==> config.mk <==
export PLATFORM = sky130hd
export DESIGN_NAME = tkmh_ctrl
export DESIGN_NICKNAME = d
export VERILOG_FILES = /design/src/tkmh_pkg.sv /design/src/tkmh_ctrl.sv
export VERILOG_INCLUDE_DIRS = /design/src /design/src/src
export SDC_FILE = /design/constraint.sdc
export NUM_CORES = 1
export LEC_CHECK = 0
export BUFFER_PORTS_ARGS = -buffer_cell sky130_fd_sc_hd__buf_2
export CAP_MARGIN = 20
export CORE_UTILIZATION = 38
export CTS_BUF_LIST = sky130_fd_sc_hd__clkbuf_16
export DETAILED_ROUTE_END_ITERATION = 6
export PLACE_DENSITY = 0.8
export SLEW_MARGIN = 20
export SYNTH_ARGS = -nofsm -noshare
export SYNTH_HDL_FRONTEND = slang
export SYNTH_SLANG_ARGS = --single-unit
export TNS_END_PERCENT = 30
==> constraint.sdc <==
create_clock -name clock -period 1.5 [get_ports clock]
set_clock_uncertainty 0.2 [all_clocks]
set_input_delay 0.15 -clock clock [delete_from_list [all_inputs] [get_ports clock]]
set_output_delay 0.15 -clock clock [all_outputs]
set_load 0.02 [all_outputs]
==> src/top_k_min_heap_selector_macros.svh <==
// assertion macros shared by the top-k min-heap selector modules
`ifndef TOP_K_MIN_HEAP_SELECTOR_MACROS_SVH
`define TOP_K_MIN_HEAP_SELECTOR_MACROS_SVH
`ifndef SYNTHESIS
// property that holds at every edge out of reset
`define TKMH_ASSERT(label, clk, rst, prop) \
   label: assert property (@(posedge clk) disable iff (rst) (prop)) \
      else $error("tkmh assertion failed");
// same-cycle implication
`define TKMH_ASSERT_IMPLY(label, clk, rst, ante, cons) \
   label: assert property (@(posedge clk) disable iff (rst) (ante) |-> (cons)) \
      else $error("tkmh assertion failed");
// next-cycle implication
`define TKMH_ASSERT_NEXT(label, clk, rst, ante, cons) \
   label: assert property (@(posedge clk) disable iff (rst) (ante) |=> (cons)) \
      else $error("tkmh assertion failed");
`else
`define TKMH_ASSERT(label, clk, rst, prop)
`define TKMH_ASSERT_IMPLY(label, clk, rst, ante, cons)
`define TKMH_ASSERT_NEXT(label, clk, rst, ante, cons)
`endif
`endif

==> src/tkmh_pkg.sv <==
// shared types and constants of the top-k min-heap selector
`default_nettype none
package tkmh_pkg;

   // field widths
   localparam int KeyWidth      = 32;
   localparam int PosWidth      = 24;
   localparam int VelWidth      = 24;
   localparam int MassWidth     = 32;
   localparam int CountWidth    = 11;
   localparam int SlotWidth     = 10;
   localparam int CmdWidth      = 2;
   localparam int CsrIndexWidth = 1;
   localparam int CsrDataWidth  = 32;

   // command codes
   localparam logic [CmdWidth-1:0] CMD_OFFER = 2'd0;
   localparam logic [CmdWidth-1:0] CMD_READ  = 2'd1;
   localparam logic [CmdWidth-1:0] CMD_CLEAR = 2'd2;

   // register indexes
   localparam logic [CsrIndexWidth-1:0] CSR_MASS_CEILING = 1'd0;
   localparam logic [CsrIndexWidth-1:0] CSR_TARGET_COUNT = 1'd1;

   // register reset values
   localparam logic [KeyWidth-1:0]   CeilingReset = '1;
   localparam logic [CountWidth-1:0] TargetReset  = 11'd1024;

   // one heap entry
   typedef struct packed {
      logic [KeyWidth-1:0]         key;
      logic [PosWidth-1:0]         x;
      logic [PosWidth-1:0]         y;
      logic [PosWidth-1:0]         z;
      logic signed [VelWidth-1:0]  velocity;
      logic [MassWidth-1:0]        mass;
   } entry_type;

   // memory read selection
   typedef enum logic [2:0] {
      RD_NONE,
      RD_PARENT,
      RD_CHILDREN,
      RD_ROOT,
      RD_SLOT
   } rd_sel_type;

   // memory write selection, always at the hole
   typedef enum logic [1:0] {
      WR_NONE,
      WR_ITEM,
      WR_PARENT,
      WR_CHILD
   } wr_sel_type;

   // hole index update
   typedef enum logic [2:0] {
      HOLE_KEEP,
      HOLE_COUNT,
      HOLE_ZERO,
      HOLE_PARENT,
      HOLE_CHILD
   } hole_sel_type;

   // entry count update
   typedef enum logic [1:0] {
      CNT_KEEP,
      CNT_INC,
      CNT_CLEAR
   } cnt_op_type;

   // result register load
   typedef enum logic [1:0] {
      OUT_NONE,
      OUT_ENTRY,
      OUT_ZERO
   } out_op_type;

   // controller to datapath
   typedef struct packed {
      logic         load;
      logic         set_accepted;
      rd_sel_type   rd_sel;
      wr_sel_type   wr_sel;
      hole_sel_type hole_sel;
      cnt_op_type   cnt_op;
      out_op_type   out_op;
   } dp_cmd_type;

   // datapath to controller
   typedef struct packed {
      logic [CmdWidth-1:0] command;
      logic                key_over;
      logic                has_room;
      logic                empty;
      logic                hole_is_root;
      logic                parent_greater;
      logic                child_none;
      logic                child_smaller;
      logic                beats_root;
      logic                slot_in_range;
      logic                out_free;
   } dp_status_type;

endpackage
`default_nettype wire

==> src/tkmh_ctrl.sv <==
// heap controller: sequences offer, read and clear over the datapath
`default_nettype none
`include "top_k_min_heap_selector_macros.svh"
module tkmh_ctrl (
   input  wire logic                    clock,
   input  wire logic                    reset,
   input  wire logic                    req_valid,
   output logic                         req_ready,
   input  wire tkmh_pkg::dp_status_type status,
   output tkmh_pkg::dp_cmd_type         dp_cmd
);
   import tkmh_pkg::*;

   typedef enum logic [3:0] {
      S_IDLE,
      S_DECODE,
      S_SU_READ,
      S_SU_CMP,
      S_RP_CMP,
      S_SD_READ,
      S_SD_CMP,
      S_FIN,
      S_OUT,
      S_OUT_ZERO
   } state_type;

   state_type state_ff;
   state_type state_in;

   // next state and datapath command
   always_comb begin
      state_in  = state_ff;
      dp_cmd    = '0;
      req_ready = state_ff == S_IDLE;
      case (state_ff)
         S_IDLE: begin
            if (req_valid) begin
               dp_cmd.load = 1'b1;
               state_in    = S_DECODE;
            end
         end
         S_DECODE: begin
            case (status.command)
               CMD_OFFER: begin
                  if (status.key_over) begin
                     state_in = S_FIN;
                  end else if (status.has_room) begin
                     // append at the end, then sift up
                     dp_cmd.set_accepted = 1'b1;
                     dp_cmd.hole_sel     = HOLE_COUNT;
                     state_in            = S_SU_READ;
                  end else begin
                     // full: compare against the root
                     dp_cmd.rd_sel   = RD_ROOT;
                     dp_cmd.hole_sel = HOLE_ZERO;
                     state_in        = S_RP_CMP;
                  end
               end
               CMD_READ: begin
                  if (status.slot_in_range) begin
                     dp_cmd.rd_sel = RD_SLOT;
                     state_in      = S_OUT;
                  end else begin
                     state_in = S_OUT_ZERO;
                  end
               end
               CMD_CLEAR: begin
                  dp_cmd.cnt_op = CNT_CLEAR;
                  state_in      = S_OUT_ZERO;
               end
               default: begin
                  state_in = S_OUT_ZERO;
               end
            endcase
         end
         S_SU_READ: begin
            if (status.hole_is_root) begin
               dp_cmd.wr_sel = WR_ITEM;
               dp_cmd.cnt_op = CNT_INC;
               state_in      = S_FIN;
            end else begin
               dp_cmd.rd_sel = RD_PARENT;
               state_in      = S_SU_CMP;
            end
         end
         S_SU_CMP: begin
            if (status.parent_greater) begin
               // parent moves down into the hole
               dp_cmd.wr_sel   = WR_PARENT;
               dp_cmd.hole_sel = HOLE_PARENT;
               state_in        = S_SU_READ;
            end else begin
               dp_cmd.wr_sel = WR_ITEM;
               dp_cmd.cnt_op = CNT_INC;
               state_in      = S_FIN;
            end
         end
         S_RP_CMP: begin
            if (status.beats_root) begin
               dp_cmd.set_accepted = 1'b1;
               state_in            = S_SD_READ;
            end else begin
               state_in = S_FIN;
            end
         end
         S_SD_READ: begin
            if (status.child_none) begin
               dp_cmd.wr_sel = WR_ITEM;
               state_in      = S_FIN;
            end else begin
               dp_cmd.rd_sel = RD_CHILDREN;
               state_in      = S_SD_CMP;
            end
         end
         S_SD_CMP: begin
            if (status.child_smaller) begin
               // smaller child moves up into the hole
               dp_cmd.wr_sel   = WR_CHILD;
               dp_cmd.hole_sel = HOLE_CHILD;
               state_in        = S_SD_READ;
            end else begin
               dp_cmd.wr_sel = WR_ITEM;
               state_in      = S_FIN;
            end
         end
         S_FIN: begin
            if (status.empty) begin
               state_in = S_OUT_ZERO;
            end else begin
               dp_cmd.rd_sel = RD_ROOT;
               state_in      = S_OUT;
            end
         end
         S_OUT: begin
            if (status.out_free) begin
               dp_cmd.out_op = OUT_ENTRY;
               state_in      = S_IDLE;
            end
         end
         S_OUT_ZERO: begin
            if (status.out_free) begin
               dp_cmd.out_op = OUT_ZERO;
               state_in      = S_IDLE;
            end
         end
         default: begin
            state_in = S_IDLE;
         end
      endcase
   end

   // state register
   always_ff @(posedge clock) begin
      if (reset) begin
         state_ff <= S_IDLE;
      end else begin
         state_ff <= state_in;
      end
   end

   // checks
   `TKMH_ASSERT_NEXT(a_one_beat_in_flight, clock, reset, req_valid && req_ready, !req_ready)

endmodule
`default_nettype wire

; ---- After elaboration in Yosys (flattened, before gate mapping)
; Cells that the tools add are included.
[op_classes]
n_eq_ne = 13
mux = 44
reduce_logical = 4
[ops]
columns = operator, n
row1 = $pmux W4 S9, 1
row2 = $mux W2, 12
row3 = $mux W3, 6
row4 = $eq A4 B3 Y1 const B, 4
row5 = $mux W4, 4
row6 = $mux W1, 13
row7 = $pmux W3 S4, 1
row8 = $pmux W3 S3, 1
row9 = $eq A4 B2 Y1 const B, 2
row10 = $eq A4 B4 Y1 const B, 2
row11 = $pmux W2 S4, 1
row12 = $pmux W4 S2, 1
row13 = $pmux W2 S3, 1
row14 = $pmux W3 S2, 1
row15 = $eq A4 B1 Y1 const B, 1
row16 = $logic_not A4 Y1, 1
row17 = $pmux W2 S2, 1
row18 = $eq A2 B1 Y1 const B, 1
row19 = $eq A2 B2 Y1 const B, 1
row20 = $logic_not A2 Y1, 1
row21 = $ne A2 B1 Y1 const B, 1
row22 = $ne A2 B2 Y1 const B, 1
row23 = $pmux W1 S2, 1
row24 = $reduce_and A2 Y1, 1
row25 = $reduce_or A2 Y1, 1
[totals]
regBits = 4
input_bits = 15
elab_cells = 62

; ---- Logic depth before layout (Yosys ltp)
[logic_depth]
word_depth = 4
depth_mapped = 5
mapped_depth_nobuf = 4

; ---- Least setup slack after synthesis
; Ideal clock, no wire load.
[synth_timing]
path_kind = register to output
from = register state_ff[0]
to = output port dp_cmd[13] (netlist bit)
arrival_ns = 1.706
slack_ns = -0.556
stages_incl_launch_ff = 5
n_path_buf = 2
cell_sequence = dfxtp_1 buf_2 clkbuf_1 nor4_1 and2_1
[synth_lines]
columns = item, line_no
row1 = "start, declared", tkmh_ctrl.sv:27  ; state_type state_ff;
row2 = "start signal, assigned", tkmh_ctrl.sv:157  ; state_ff <= state_in;
row3 = "end, declared", tkmh_ctrl.sv:10  ; output tkmh_pkg::dp_cmd_type dp_cmd

==> flow_metrics.tcl <==
set metrics [dict create \
    gp_congestion 0.873 \
    fp.dieH_microns 39.3 \
    finalWorstSetupSlack_ns -0.462 \
    antenna_left 0 \
    largest_reg_flops 4 \
    top_register "state_ff" \
    clkSinkCount 4 \
    gr-usage-all-layers_pct 31.3 \
    r2r_start "state_ff[3]" \
    power.leakage_nw 0.466 \
    grt_pass1_wl_microns 3210 \
    slew_headroom_pct 80.5 \
    via_per_inst 5.79 \
    core_sq_mm 0.00130 \
    avgSynthCellArea_sq_um 6.70 \
    dpl-instance-area_sq_um 782 \
    routed_wirelength_microns 1930 \
    antenna_found_initial 0 \
    layout-drive-gt1-share_pct 56.3 \
    cts_tree "done" \
    ctsLongestPathBuffers 2 \
    reg.largest.list "state_ff (4)" \
    first_pass_iters 4 \
    port_buffers 29 \
    r2r_cells 5 \
    netlist.area_leader.share_pct 15.1 \
    grt_max_degree 15 \
    cts_made_buffers 3 \
    timing.fmax_mhz 510 \
    worstPathMaxFanout 3 \
    synth.distinct_cells 36 \
    clk_pin_slew_worst_paths_ns 0.03 \
    n_antenna_cell 0 \
    swShare_pct 39.5 \
    netlist_area_sq_um 529 \
    postSynthCellCount 79 \
    clock_latency_ns 0.22 \
    htreeDepth 1 \
    grt_overflow_total 0 \
    holdPathStages 3 \
    yosys.area.top_type "dfxtp_1" \
    finalMaxSlewViolations 0 \
    clock_power_share_pct 28.4 \
    final_core_util_pct 77.4 \
    power_density_mw_per_mm2 1460 \
    fp.dieW_microns 39.3 \
    maxCapViolCount 0 \
    synth_warnings 0 \
    cp-end-kind "output pin" \
    r2r_slack_ns -0.17 \
    fin_crit_ns 1.96 \
    cp.required_ns 1.15 \
    hold_viol 0 \
    ys_ff_latch 4 \
    power.total_mw 1.48 \
    drcViolationCount 0 \
    first_iter_violations 12 \
    status "finished with violations" \
    start_util_pct 40.7 \
    holdPathEnd "state_ff[3]" \
    seqPwrFrac_pct 11.1 \
    yosys-top-cells-area "dfxtp_1 15%, nand2_1 7.1%, nand2b_1 7.1%" \
    nFillCells 99 \
    crit_type "reg2out" \
    hold_class "in2reg" \
    rows 13 \
    tightest_slew_ns 0.292 \
    final_area_sq_mm 0.00101 \
    post_drt_wl_per_cell_microns 14.4 \
    syn_nets 94 \
    root_buffer "clkbuf_16" \
    grt_pass1_vias 785 \
    layout_commonest_cell "buf_4" \
    hp-start "req_valid" \
    area_delta_synth_final_pct 90.3 \
    dr_total_vias 776 \
    arrival_ns 1.61 \
    top_level_ports 30 \
    violations "negative setup slack" \
    p_sw_mw 0.583 \
    ys_seq_area_share_pct 15.1 \
    setup_tns_ns -5.01 \
    cp-start-kind "register" \
    post-place-ws_ns -0.268 \
    ir_drop_uv 1010 \
    reg2reg_to "state_ff[1]" \
    layout_common_cells "18 x buf_4, 15 x buf_2, 8 x buf_6, 7 x inv_1, 6 x nand2b_1" \
    internal_power_mw 0.893 \
    dieArea_sq_mm 0.00155 \
    combPwrFrac_pct 60.4 \
    dp_hpwl_microns 1280 \
    finalCritPeriodShare_pct 131 \
    nets 136 \
    setup_violations 18 \
    rsz0062_at_grt "true" \
]
==> through the flow <==
| stage | instances | hold WS, ns |
|---|---|---|
| floorplan | 79 | 0.0191 |
| global placement | 129 | 0.172 |
| CTS | 137 | 0.0225 |
| global route | 134 | 0.0487 |
| finish | 134 | 0.0245 |
| detailed placement | 129 | 0.175 |
==> routing by layer <==
layer  GRT usage, %  part of all wire (%)
met5              0                     0
met4           21.6                   1.2
met3           7.39                   5.1
met2           57.1                    55
met1           30.6                    38
==> cells in the mapped netlist <==
master	count
nand3_1	1
and3_1	1
nor2b_1	1
and2b_1	1
a221oi_1	1
nand2_1	10
a211oi_1	1
o41ai_1	1
a21o_1	1
buf_2	2
dfxtp_1	4
mux2i_1	1
nor3b_1	1
clkbuf_1	2
a211o_1	2
and2_1	2
nand3b_1	1
o22a_1	1
nand4b_1	1
nor2_1	4
nor3_4	1
nand2b_1	6
o21ai_0	5
o21a_1	1
nor3_1	4
a21oi_1	3
a31oi_1	1
or4_1	1
o221ai_1	2
a21boi_0	1
nor4_1	3
o21ai_1	2
o2111ai_1	1
buf_6	1
inv_1	7
or4b_4	1
==> final cells by class <==
class	count	area, sq um	area share [%]
multi-input cells	63	494	49.1
clock buffers	3	75.1	7.45
repair buffers	42	310	30.8
flip-flops and latches	4	82.6	8.20
well taps	15	18.8	1.86
inverters	7	26.3	2.61
==> logic make-up (layout without fill, tap and decap cells) <==
family                 Yosys count  in the layout  share of synthesized area, %
AOI/OAI and AO/OA               23             23                          29.6
DFF                              4              4                          15.1
buffers and inverters           12             52                          10.4
and+or+nand+nor                 39             39                          43.0
muxes                            1              1                          1.89
==> power by group through the flow <==
stage | combinational (mW) | sequential, mW | clock, mW
after floorplan | 0.484 | 0.153 | 0
after global placement | 0.707 | 0.158 | 0
after detailed placement | 0.720 | 0.161 | 0
after CTS | 0.800 | 0.160 | 0.414
after global routing | 0.945 | 0.167 | 0.426
final | 0.892 | 0.164 | 0.419
==> how the worst max path moves through the flow <==
stage                            from         end  cells past startpoint
after global routing      state_ff[3]  dp_cmd[12]                      5
final                     state_ff[3]  dp_cmd[12]                      5
after CTS                 state_ff[3]  dp_cmd[12]                      5
after detailed placement  state_ff[3]   dp_cmd[9]                      5
after floorplan           state_ff[3]   dp_cmd[5]                      5
after global placement    state_ff[3]   dp_cmd[5]                      5
==> repair_timing <==
item | 4_1_cts | 5_1_grt
buffers inserted | 4 | 1
pin swaps | 5 | 4
endpoints found under the hold margin | 2 | 0
hold buffers | 1 | 0
resized for setup | 24 | 12
setup endpoints to repair | 19 | 19
==> worst max-delay path: stages, from the launching register on <==
cell and delay (ns):
dfxtp_2 0.31, or4b_4 0.56, nor3_4 0.17, nand3b_1 0.15, nand2_2 0.09, buf_6 0.11
Note: power is estimated with default switching activity, not from simulation.
